**src/design/hsv_to_rgb_converter_assert.svh**
```systemverilog
// Assertion macros for the HSV to RGB converter.
// Depends on the including module having signals named clock and reset.
`ifndef HSV_TO_RGB_CONVERTER_ASSERT_SVH
`define HSV_TO_RGB_CONVERTER_ASSERT_SVH

// same-cycle implication, masked during reset
`define H2R_ASSERT_IMP(lbl, a, b) \
   lbl: assert property (@(posedge clock) disable iff (reset) (a) |-> (b)) \
      else $error("h2r assertion failed");

// next-cycle implication, masked during reset
`define H2R_ASSERT_NXT(lbl, a, b) \
   lbl: assert property (@(posedge clock) disable iff (reset) (a) |=> (b)) \
      else $error("h2r assertion failed");

// next-cycle implication, checked through reset as well
`define H2R_ASSERT_RST(lbl, a, b) \
   lbl: assert property (@(posedge clock) (a) |=> (b)) \
      else $error("h2r assertion failed");

`endif

```
**src/design/h2r_pkg.sv**
```systemverilog
// Shared constants and types for the HSV to RGB converter.
// No dependencies.
package h2r_pkg;

   localparam int HUE_W              = 16;
   localparam int HUE_POS_W          = 15;
   localparam int HUE_CIRCLE         = 23040;
   localparam int HUE_SECTOR         = 3840;
   localparam int HALF_SECTOR        = 1920;
   localparam int SECTOR_SHIFT       = 8;
   localparam int SECTOR_ODD         = 15;
   localparam int SECTOR_ODD_W       = 4;
   localparam int REM_W              = 12;
   localparam int SECTOR_W           = 3;
   localparam int NUM_STAGES         = 7;
   localparam int COLOR_BITS_DEFAULT = 8;

   typedef enum logic [SECTOR_W-1:0] {
      SEC_RED_YEL   = 3'b000,
      SEC_YEL_GRN   = 3'b001,
      SEC_GRN_CYN   = 3'b010,
      SEC_CYN_BLU   = 3'b011,
      SEC_BLU_MAG   = 3'b100,
      SEC_MAG_RED   = 3'b101,
      SEC_FULL_TURN = 3'b110
   } sector_type;

endpackage

```
**src/design/h2r_front.sv**
```systemverilog
// Front stages: hue wrap, sector split, chroma product and first quotient estimate.
// Depends on h2r_pkg.
module h2r_front #(
   parameter int COLOR_BITS = h2r_pkg::COLOR_BITS_DEFAULT
) (
   input  logic                                clock,
   input  logic                                advance,
   input  logic signed [h2r_pkg::HUE_W-1:0]    hue,
   input  logic [COLOR_BITS-1:0]               saturation,
   input  logic [COLOR_BITS-1:0]               brightness,
   output h2r_pkg::sector_type                 sector,
   output logic [h2r_pkg::REM_W-1:0]           rem,
   output logic [2*COLOR_BITS-1:0]             chroma_num,
   output logic [COLOR_BITS-1:0]               chroma_est,
   output logic [COLOR_BITS-1:0]               value
);
   import h2r_pkg::*;

   localparam int PROD_W    = 2 * COLOR_BITS;
   localparam int COLOR_MAX = (1 << COLOR_BITS) - 1;
   localparam logic [PROD_W-1:0] ROUND_BIAS = PROD_W'((COLOR_MAX - 1) / 2);
   localparam logic signed [HUE_W:0] CIRCLE_S = (HUE_W + 1)'(HUE_CIRCLE);

   logic signed [HUE_W:0]  hue_ext, hue_a, hue_b, hue_c;
   logic [HUE_POS_W-1:0]   hue_pos_ff, hue_pos_in;
   logic [PROD_W-1:0]      prod_ff, prod_in;
   logic [COLOR_BITS-1:0]  v1_ff, v2_ff;
   sector_type             sector_ff, sector_in;
   logic [HUE_POS_W-1:0]   base;
   logic [HUE_POS_W-1:0]   rem_full;
   logic [REM_W-1:0]       rem_ff, rem_in;
   logic [PROD_W-1:0]      t_ff, t_in;
   logic [PROD_W:0]        est_sum;
   logic [COLOR_BITS-1:0]  q0_ff, q0_in;

   always_comb begin
      hue_ext    = {hue[HUE_W-1], hue};
      hue_a      = (hue_ext > CIRCLE_S) ? hue_ext - CIRCLE_S : hue_ext;
      hue_b      = (hue_a < 0) ? hue_a + CIRCLE_S : hue_a;
      hue_c      = (hue_b < 0) ? hue_b + CIRCLE_S : hue_b;
      hue_pos_in = hue_c[HUE_POS_W-1:0];
      prod_in    = PROD_W'(saturation) * PROD_W'(brightness);
   end

   always_comb begin
      priority if (hue_pos_ff >= HUE_POS_W'(6 * HUE_SECTOR)) begin
         sector_in = SEC_FULL_TURN;
         base      = HUE_POS_W'(6 * HUE_SECTOR);
      end else if (hue_pos_ff >= HUE_POS_W'(5 * HUE_SECTOR)) begin
         sector_in = SEC_MAG_RED;
         base      = HUE_POS_W'(5 * HUE_SECTOR);
      end else if (hue_pos_ff >= HUE_POS_W'(4 * HUE_SECTOR)) begin
         sector_in = SEC_BLU_MAG;
         base      = HUE_POS_W'(4 * HUE_SECTOR);
      end else if (hue_pos_ff >= HUE_POS_W'(3 * HUE_SECTOR)) begin
         sector_in = SEC_CYN_BLU;
         base      = HUE_POS_W'(3 * HUE_SECTOR);
      end else if (hue_pos_ff >= HUE_POS_W'(2 * HUE_SECTOR)) begin
         sector_in = SEC_GRN_CYN;
         base      = HUE_POS_W'(2 * HUE_SECTOR);
      end else if (hue_pos_ff >= HUE_POS_W'(HUE_SECTOR)) begin
         sector_in = SEC_YEL_GRN;
         base      = HUE_POS_W'(HUE_SECTOR);
      end else begin
         sector_in = SEC_RED_YEL;
         base      = '0;
      end
      rem_full = hue_pos_ff - base;
      rem_in   = rem_full[REM_W-1:0];
      // divide by 2^n-1: estimate q0 = (t + t>>n) >> n, at most one short
      t_in     = prod_ff + ROUND_BIAS;
      est_sum  = {1'b0, t_in} + (PROD_W + 1)'(t_in >> COLOR_BITS);
      q0_in    = est_sum[PROD_W-1:COLOR_BITS];
   end

   always_ff @(posedge clock) begin
      if (advance) begin
         hue_pos_ff <= hue_pos_in;
         prod_ff    <= prod_in;
         v1_ff      <= brightness;
         sector_ff  <= sector_in;
         rem_ff     <= rem_in;
         t_ff       <= t_in;
         q0_ff      <= q0_in;
         v2_ff      <= v1_ff;
      end
   end

   assign sector     = sector_ff;
   assign rem        = rem_ff;
   assign chroma_num = t_ff;
   assign chroma_est = q0_ff;
   assign value      = v2_ff;

endmodule

```
**src/design/h2r_secondary.sv**
```systemverilog
// Middle stages: chroma correction, secondary component division and offset m.
// Depends on h2r_pkg.
module h2r_secondary #(
   parameter int COLOR_BITS = h2r_pkg::COLOR_BITS_DEFAULT
) (
   input  logic                         clock,
   input  logic                         advance,
   input  h2r_pkg::sector_type          sector,
   input  logic [h2r_pkg::REM_W-1:0]    rem,
   input  logic [2*COLOR_BITS-1:0]      chroma_num,
   input  logic [COLOR_BITS-1:0]        chroma_est,
   input  logic [COLOR_BITS-1:0]        value,
   output h2r_pkg::sector_type          sector_out,
   output logic [COLOR_BITS-1:0]        chroma,
   output logic [COLOR_BITS-1:0]        second,
   output logic [COLOR_BITS-1:0]        offset
);
   import h2r_pkg::*;

   localparam int PROD_W    = 2 * COLOR_BITS;
   localparam int COLOR_MAX = (1 << COLOR_BITS) - 1;
   localparam int Y_W       = COLOR_BITS + REM_W;
   localparam int W_W       = Y_W - SECTOR_SHIFT;
   localparam int RECIP_W   = COLOR_BITS + 1;
   localparam int RP_W      = W_W + RECIP_W;
   localparam int RSHIFT    = W_W;
   localparam logic [PROD_W-1:0]  MAX_P       = PROD_W'(COLOR_MAX);
   localparam logic [REM_W-1:0]   SECTOR_SPAN = REM_W'(HUE_SECTOR);
   localparam logic [Y_W-1:0]     HALF_Y      = Y_W'(HALF_SECTOR);
   localparam logic [RECIP_W-1:0] RECIP       = RECIP_W'((1 << RSHIFT) / SECTOR_ODD);
   localparam logic [W_W-1:0]     ODD_W       = W_W'(SECTOR_ODD);

   // stage 3
   logic [PROD_W-1:0]     qm3, r3;
   logic [COLOR_BITS-1:0] c3_ff, c3_in, v3_ff;
   logic [REM_W-1:0]      k3_ff, k3_in;
   sector_type            s3_ff;
   // stage 4
   logic [Y_W-1:0]        y4, u4;
   logic [W_W-1:0]        w4_ff, w4_in;
   logic [COLOR_BITS-1:0] c4_ff, v4_ff;
   sector_type            s4_ff;
   // stage 5
   logic [RP_W-1:0]       p5;
   logic [COLOR_BITS-1:0] q5_ff, q5_in, c5_ff, v5_ff;
   logic [W_W-1:0]        w5_ff;
   sector_type            s5_ff;
   // stage 6
   logic [W_W-1:0]        q15, r6;
   logic [COLOR_BITS-1:0] x6_ff, x6_in, m6_ff, m6_in, c6_ff;
   sector_type            s6_ff;

   always_comb begin
      qm3   = (PROD_W'(chroma_est) << COLOR_BITS) - PROD_W'(chroma_est);
      r3    = chroma_num - qm3;
      c3_in = chroma_est + COLOR_BITS'(r3 >= MAX_P);
      k3_in = sector[0] ? SECTOR_SPAN - rem : rem;
   end

   always_comb begin
      y4    = Y_W'(c3_ff) * Y_W'(k3_ff);
      u4    = y4 + HALF_Y;
      w4_in = u4[Y_W-1:SECTOR_SHIFT];
   end

   always_comb begin
      // divide by the odd factor of the sector width: reciprocal, one short at most
      p5    = RP_W'(w4_ff) * RP_W'(RECIP);
      q5_in = p5[RSHIFT+COLOR_BITS-1:RSHIFT];
   end

   always_comb begin
      q15   = (W_W'(q5_ff) << SECTOR_ODD_W) - W_W'(q5_ff);
      r6    = w5_ff - q15;
      x6_in = q5_ff + COLOR_BITS'(r6 >= ODD_W);
      m6_in = v5_ff - c5_ff;
   end

   always_ff @(posedge clock) begin
      if (advance) begin
         c3_ff <= c3_in;
         k3_ff <= k3_in;
         v3_ff <= value;
         s3_ff <= sector;
         w4_ff <= w4_in;
         c4_ff <= c3_ff;
         v4_ff <= v3_ff;
         s4_ff <= s3_ff;
         q5_ff <= q5_in;
         w5_ff <= w4_ff;
         c5_ff <= c4_ff;
         v5_ff <= v4_ff;
         s5_ff <= s4_ff;
         x6_ff <= x6_in;
         m6_ff <= m6_in;
         c6_ff <= c5_ff;
         s6_ff <= s5_ff;
      end
   end

   assign sector_out = s6_ff;
   assign chroma     = c6_ff;
   assign second     = x6_ff;
   assign offset     = m6_ff;

endmodule

```
**src/design/h2r_mix.sv**
```systemverilog
// Output stage: sector table and offset add into the channel registers.
// Depends on h2r_pkg.
module h2r_mix #(
   parameter int COLOR_BITS = h2r_pkg::COLOR_BITS_DEFAULT
) (
   input  logic                   clock,
   input  logic                   advance,
   input  h2r_pkg::sector_type    sector,
   input  logic [COLOR_BITS-1:0]  chroma,
   input  logic [COLOR_BITS-1:0]  second,
   input  logic [COLOR_BITS-1:0]  offset,
   output logic [COLOR_BITS-1:0]  red,
   output logic [COLOR_BITS-1:0]  green,
   output logic [COLOR_BITS-1:0]  blue
);
   import h2r_pkg::*;

   logic [COLOR_BITS-1:0] r1, g1, b1;
   logic [COLOR_BITS-1:0] red_ff, red_in, green_ff, green_in, blue_ff, blue_in;

   always_comb begin
      unique case (sector)
         SEC_RED_YEL: begin
            r1 = chroma; g1 = second; b1 = '0;
         end
         SEC_YEL_GRN: begin
            r1 = second; g1 = chroma; b1 = '0;
         end
         SEC_GRN_CYN: begin
            r1 = '0; g1 = chroma; b1 = second;
         end
         SEC_CYN_BLU: begin
            r1 = '0; g1 = second; b1 = chroma;
         end
         SEC_BLU_MAG: begin
            r1 = second; g1 = '0; b1 = chroma;
         end
         default: begin
            r1 = chroma; g1 = '0; b1 = second;
         end
      endcase
      red_in   = r1 + offset;
      green_in = g1 + offset;
      blue_in  = b1 + offset;
   end

   always_ff @(posedge clock) begin
      if (advance) begin
         red_ff   <= red_in;
         green_ff <= green_in;
         blue_ff  <= blue_in;
      end
   end

   assign red   = red_ff;
   assign green = green_ff;
   assign blue  = blue_ff;

endmodule

```
**src/design/hsv_to_rgb_converter.sv**
```systemverilog
// HSV to RGB pixel converter. Takes one pixel per clock while no result waits, and
// returns one RGB pixel per transaction; the pipeline depth is set by the two
// multiply-and-correct reciprocal divisions (chroma and secondary component).
// The whole pipeline holds while the result waits; hue 360 degrees maps to red.
// Depends on h2r_pkg, h2r_front, h2r_secondary, h2r_mix and the assertion header.
module hsv_to_rgb_converter #(
   parameter int COLOR_BITS = h2r_pkg::COLOR_BITS_DEFAULT
) (
   input  logic                               clock,
   input  logic                               reset,
   input  logic                               req_valid,
   output logic                               req_ready,
   input  logic signed [h2r_pkg::HUE_W-1:0]   req_hue,
   input  logic [COLOR_BITS-1:0]              req_saturation,
   input  logic [COLOR_BITS-1:0]              req_brightness,
   output logic                               rsp_valid,
   input  logic                               rsp_ready,
   output logic [COLOR_BITS-1:0]              rsp_red,
   output logic [COLOR_BITS-1:0]              rsp_green,
   output logic [COLOR_BITS-1:0]              rsp_blue
);
   import h2r_pkg::*;

`include "hsv_to_rgb_converter_assert.svh"

   logic [NUM_STAGES-1:0]   valid_ff, valid_in;
   logic                    advance;
   sector_type              f_sector, s_sector;
   logic [REM_W-1:0]        f_rem;
   logic [2*COLOR_BITS-1:0] f_num;
   logic [COLOR_BITS-1:0]   f_est, f_value;
   logic [COLOR_BITS-1:0]   s_chroma, s_second, s_offset;

   assign advance   = !valid_ff[NUM_STAGES-1] || rsp_ready;
   assign req_ready = advance;
   assign rsp_valid = valid_ff[NUM_STAGES-1];

   always_comb begin
      valid_in = advance ? {valid_ff[NUM_STAGES-2:0], req_valid} : valid_ff;
   end

   always_ff @(posedge clock) begin
      if (reset) begin
         valid_ff <= '0;
      end else begin
         valid_ff <= valid_in;
      end
   end

   h2r_front #(.COLOR_BITS(COLOR_BITS)) u_front (
      .clock      (clock),
      .advance    (advance),
      .hue        (req_hue),
      .saturation (req_saturation),
      .brightness (req_brightness),
      .sector     (f_sector),
      .rem        (f_rem),
      .chroma_num (f_num),
      .chroma_est (f_est),
      .value      (f_value)
   );

   h2r_secondary #(.COLOR_BITS(COLOR_BITS)) u_secondary (
      .clock      (clock),
      .advance    (advance),
      .sector     (f_sector),
      .rem        (f_rem),
      .chroma_num (f_num),
      .chroma_est (f_est),
      .value      (f_value),
      .sector_out (s_sector),
      .chroma     (s_chroma),
      .second     (s_second),
      .offset     (s_offset)
   );

   h2r_mix #(.COLOR_BITS(COLOR_BITS)) u_mix (
      .clock   (clock),
      .advance (advance),
      .sector  (s_sector),
      .chroma  (s_chroma),
      .second  (s_second),
      .offset  (s_offset),
      .red     (rsp_red),
      .green   (rsp_green),
      .blue    (rsp_blue)
   );

   `H2R_ASSERT_NXT(a_accept_enters, req_valid && req_ready, valid_ff[0])
   `H2R_ASSERT_NXT(a_stall_freezes, !advance, $stable(valid_ff))
   `H2R_ASSERT_RST(a_reset_clears, reset, valid_ff == '0)

endmodule

```
**config.mk**
```make
export PLATFORM = sky130hd
export DESIGN_NAME = hsv_to_rgb_converter
export DESIGN_NICKNAME = d
export VERILOG_FILES = /design/src/design/h2r_pkg.sv /design/src/design/h2r_front.sv /design/src/design/h2r_secondary.sv /design/src/design/h2r_mix.sv /design/src/design/hsv_to_rgb_converter.sv
export VERILOG_INCLUDE_DIRS = /design/src /design/src/design
export SDC_FILE = /design/constraint.sdc
export NUM_CORES = 1
export LEC_CHECK = 0
export BUFFER_PORTS_ARGS = -buffer_cell sky130_fd_sc_hd__clkbuf_2
export CAP_MARGIN = 20
export CORE_MARGIN = 1
export CORE_UTILIZATION = 60
export DETAILED_ROUTE_END_ITERATION = 10
export PLACE_DENSITY = 0.77
export SLEW_MARGIN = 20
export SYNTH_ARGS = -nofsm -noshare
export SYNTH_HDL_FRONTEND = slang
export SYNTH_SLANG_ARGS = --single-unit
```
**constraint.sdc**
```tcl
create_clock -name clock -period 9.7 [get_ports clock]
set_input_delay 1.94 -clock clock [delete_from_list [all_inputs] [get_ports clock]]
set_output_delay 1.94 -clock clock [all_outputs]
set_load 0.02 [all_outputs]
```
* Word level (Yosys, flattened, before mapping)
Cells that the tools add are included.
** Word-level totals
- Output and inout port bits :: 26
- Input port bits :: 36
- Flip-flop bits (word level) :: 245
- Word-level logic and storage cells :: 94
** Cells by class
- $add $sub $neg :: 18
- Muxes and demuxes :: 18
- Order comparisons :: 11
- Multipliers :: 3
- Reduce and logical (&&, ||, !) cells :: 10
- Eq/ne operators :: 4
** Operators with widths (number)
- 12-bit 2-to-1 mux :: 7
- 8-bit case mux with 2 select lines :: 3
- 17-bit by 1-bit less-than comparator with 1-bit output (second input constant) :: 2
- 17-bit 2-to-1 mux :: 2
- 15-bit by 14-bit >= comparator with 1-bit output (second input constant) :: 2
- 15-bit >= comparator (second input constant) :: 2
- 8-bit adder :: 3
- 12-bit subtractor :: 2
- 20-bit by 11-bit adder with 20-bit output (second input constant) :: 1
- 12-bit by 9-bit multiplier with 20-bit output (second input constant) :: 1
- 8-bit by 12-bit multiplier with 20-bit output :: 1
- 17-bit by 16-bit adder with 17-bit output (second input constant) :: 1
- 16-bit by 16-bit subtractor with 17-bit output (second input constant) :: 1
- 16-bit by 7-bit adder with 16-bit output (second input constant) :: 1
- 16-bit by 8-bit adder with 16-bit output :: 1
- 8-bit by 1-bit adder with 8-bit output :: 2
- 16-bit by 8-bit >= comparator with 1-bit output (second input constant) :: 1
- 16-bit > comparator (second input constant) :: 1
- 8-bit by 8-bit multiplier with 16-bit output :: 1
- 16-bit subtractor :: 1
- 16-bit by 8-bit subtractor with 16-bit output :: 1
- 15-bit adder (second input constant) :: 1
- 15-bit by 12-bit >= comparator with 1-bit output (second input constant) :: 1
- 15-bit by 13-bit >= comparator with 1-bit output (second input constant) :: 1
- 16 further kinds :: 24

* Depth between registers and ports, before layout
- Word-level depth :: 8
- Mapped depth :: 19
- Mapped depth without buffers :: 18

* Modules after synthesis
A second synthesis with hierarchy kept.
** Second synthesis, totals
- Cell total of the unflattened synthesis :: 1716
- Area, all modules :: 18759.2 µm²
** Modules (own cells, without submodules)
- h2r_secondary :: area each 10073.4 µm², instances 1, sequential area each 3843.7 µm², cells an instance 902
- h2r_front :: area each 6073.3 µm², instances 1, sequential area each 2582.5 µm², cells an instance 536
- h2r_mix :: area each 2342.2 µm², instances 1, sequential area each 720.7 µm², cells an instance 254
- hsv_to_rgb_converter :: area each 270.3 µm², instances 1, sequential area each 140.1 µm², cells an instance 24

* Least setup slack after synthesis
Ideal clock, no wire load.
- Path type :: input -> output
- Start point :: in rsp_ready
- End point :: out req_ready
- Path buffers :: 1
- Setup slack :: 0.840 ns
- Data arrival time :: 6.920 ns
- Cell stages on the path :: 3
- Data required time :: 7.760 ns
- Path through :: nor2b_1 -> clkbuf_1 -> inv_1
** On the way
- Cells in the longest elaborated chain, start to end :: 1
** Ends and longest elaborated chain
- from (decl) :: line hsv_to_rgb_converter.sv:17 : input logic rsp_ready,
- 1-bit logical OR :: line hsv_to_rgb_converter.sv:34 : assign advance = !valid_ff[NUM_STAGES-1] || rsp_ready;
- to (decl) :: line hsv_to_rgb_converter.sv:12 : output logic req_ready,
No other way between the ends.

* Worst setup path in the final report
- Start point :: in req_saturation[1]
- End point :: reg u_front.prod_ff[15] (data pin)
** On the way
- Cells in the longest elaborated chain, start to end :: 1
** Ends and longest elaborated chain
- from (decl) :: line hsv_to_rgb_converter.sv:14 : input logic [COLOR_BITS-1:0] req_saturation,
- 8-bit by 8-bit multiplier with 16-bit output :: line h2r_front.sv:42 : prod_in = PROD_W'(saturation) * PROD_W'(brightness);
- net u_front.prod_in[15] :: line h2r_front.sv:26 : logic [PROD_W-1:0] prod_ff, prod_in;
- to (signal assigned) :: line h2r_front.sv:79 : prod_ff <= prod_in;
- to (decl) :: line h2r_front.sv:26
The timed path passes the listed nets, and every way through them passes these cells.
A chain may end at the register's enable or synchronous reset.

==> results.toml <==
[status]
status = "complete, no violations"

[yosys]
synth-simple-area-share = 0.125
synthMuxAreaShare = 0.00697
async_flop_share = 0
synth_common_cells = "inv_1 (254), edfxtp_1 (238), ha_1 (213), nand2_1 (131), and2_1 (116)"
syn_nets = 2032
synth.most_common_cell = "inv_1"
yosys_warnings = 0
syn_inst = 1676
synth_edf_count = 238
ys.flop_type = "edfxtp_1"
synth-compound-area-share = 0.0912
post_synth.cell_area_avg_um2 = 10.9
synthTopCellsByArea = "edfxtp_1 (39%), ha_1 (15%), fa_1 (12%)"
synth_area_mm2 = 0.0183
yosysTopAreaCell = "edfxtp_1"
synth_top_family_by_area = "adder cells"
synth-seq-area-share = 0.398
synth.distinct_cells = 84
synth_xor_area_frac = 0.0580
yosysTopAreaCellShare = 0.390
ys_seq_elements = 245
synth_fa_ha_area_frac = 0.262

[worst_setup_path]
endpoint_kind = "register"
worstPathArrival_ns = 6.09
regToRegSetupSlack_ns = 4.22
critPathKind = "in -> reg"
r2r-end = "u_secondary.w4_ff[11]"
reg2reg_from = "u_secondary.c3_ff[5]"
crit_required_ns = 9.97
cp_max_fo = 8
cp-start-kind = "input port"
ff2ff_path_depth = 15

[grt]
grt_pass1_wl_um = 56600
gr-total-overflow = 0
track_usage = 0.224
grt_pass1_vias = 12300
grt_max_degree = 71
antenna_found_initial = 0

[cts]
numCtsBuffers = 27
post_cts_buffers = 0
clock_path_buffers = 3
clk_pin_slew_ns = 0.06
cts_tree = "built"
post_cts_resized = 0
clockRootBuffer = "clkbuf_16"
clock-sinks = 245
h-tree-depth = 1
ctsHoldBuffers = 0
clock_latency_ns = 0.53

[sta]
hold_ws_ns = 0.415
setup_ws_ns = 3.88
setup_viol = 0
clock_skew_ns = 0.00904
finalSetupTns_ns = 0
fmax_mhz = 172
drv_slew = 0
rsz0062_at_grt = "false"
hold_violations = 0
relSlewSlack = 0.305
final.period_utilization = 0.600
period_minus_slack_ns = 5.82
tightestPinTransition_ns = 1.04

[run]
cap_violations = 0

[hold_path]
holdPathEnd = "u_secondary.v5_ff[1]"
whs_path_depth = 0
hold_path_class = "reg -> reg"
hp-start = "u_secondary.v4_ff[1]"

[routing]
drt.antenna.violating_nets = 0
dr.pass1.iters = 7
viasPerCell = 5.54
drt-initial-drc-count = 674
drc = 0
vias = 11900
wl_per_cell_um = 15.6
drt_wl_total_um = 33400

[die]
core_area_mm2 = 0.0299
chipHeight_um = 177
fp.dieW_um = 177
initial_core_util = 0.613
die_area_mm2 = 0.0312
ios = 62
fp-row-count = 63

[final_layout]
diodes = 0
drive_gt1_frac = 0.0750
fin_nets = 2096
fillers = 2274
syn2layout_area_growth_pct = 8.04
final_util = 0.663

[placement]
portBuffers = 61
gp_congestion = 0.868
hpwl_um = 25600
dp_slack_ns = 3.37
[layout make-up]
class | count | area, µm² | share of cell area
clock buffer | 31 | 691 | 0.0349
clock inverter | 17 | 83.8 | 0.00423
inverter | 255 | 965 | 0.0487
multi-input combinational | 1147 | 9950 | 0.503
sequential | 245 | 7290 | 0.368
tap | 390 | 488 | 0.0246
timing repair buffer | 64 | 328 | 0.0166
[flip-flops by register name, indices dropped and copies added, names as in the netlist, 12 cells and up]
name,cells
u_front.rem,12
u_front.chroma_num,16
u_secondary.k3_ff,12
u_secondary.w5_ff,12
u_secondary.w4_ff,12
u_front.hue_pos_ff,15
u_front.prod_ff,16
[stage by stage]
| step | std cells | area, µm² |
|---|---|---|
| floorplan | 1676 | 18300 |
| global placement | 2101 | 19000 |
| detailed placement | 2101 | 19000 |
| CTS | 2149 | 19800 |
| global route | 2149 | 19800 |
| finish | 2149 | 19800 |
[per-layer routing]
metal | track usage | wire length, µm
met1 | 0.279 | 14400
met2 | 0.409 | 17000
met3 | 0.0251 | 1170
met4 | 0.0675 | 898
met5 | 0 | 0
[cell usage in the layout (no fill, tap or decap), types with 5 or more instances in the layout]
master and instances:
o21ai_0 48, or3_1 5, clkinv_2 6, o22ai_1 5, o21a_1 11, edfxtp_1 238, inv_1 253, ha_1 213
nor3_1 23, dfxtp_1 7, nor4_1 7, and3_1 7, mux2i_1 6, o21bai_1 9, fa_1 107, a21boi_0 5
clkbuf_16 27, nor2b_1 21, clkinv_1 8, xor2_1 29, xnor2_1 85, nor2_1 84, a22o_1 17, nand2_1 131
nand4_1 5, clkbuf_2 61, a21o_1 18, and2_1 116, nand2b_1 12, mux2_2 5, nand3_1 16, a31oi_1 10
a21oi_1 67, o211ai_1 6
[cell families (layout without fill, tap and decap cells)]
logic type,after synthesis,after routing
XOR/XNOR,118,118
multiplexers,12,12
adder cells (fa/ha/maj),320,320
AND/OR/NAND/NOR,449,449
buffers and inverters,284,367
AO/OA/AOI/OAI,248,248
flip-flops,245,245
[worst max-delay path, stage by stage]
cell and delay (ns):
clkbuf_2 0.15, and2_1 0.20, fa_1 0.45, fa_1 0.55, inv_1 0.05, fa_1 0.48
fa_1 0.56, inv_1 0.05, ha_1 0.32, o21ai_0 0.12, a21boi_0 0.16, o21ai_0 0.21
a21oi_1 0.12, a41o_1 0.27, o41a_1 0.32, xnor2_1 0.13
[worst max-delay path by stage]
| stage | cells after the start | to | startpoint |
|---|---|---|---|
| floorplan | 3 | req_ready | rsp_ready |
| finish | 16 | u_front.prod_ff[15] | req_saturation[1] |
| global route | 16 | u_front.prod_ff[15] | req_saturation[1] |
| CTS | 16 | u_front.prod_ff[15] | req_saturation[1] |
| global placement | 17 | u_front.prod_ff[15] | req_brightness[4] |
| detailed placement | 17 | u_front.prod_ff[15] | req_saturation[3] |
Power is left out: the tool's default activity adds up to more than one toggle a clock period on the data nets, which glitch-free logic cannot reach.
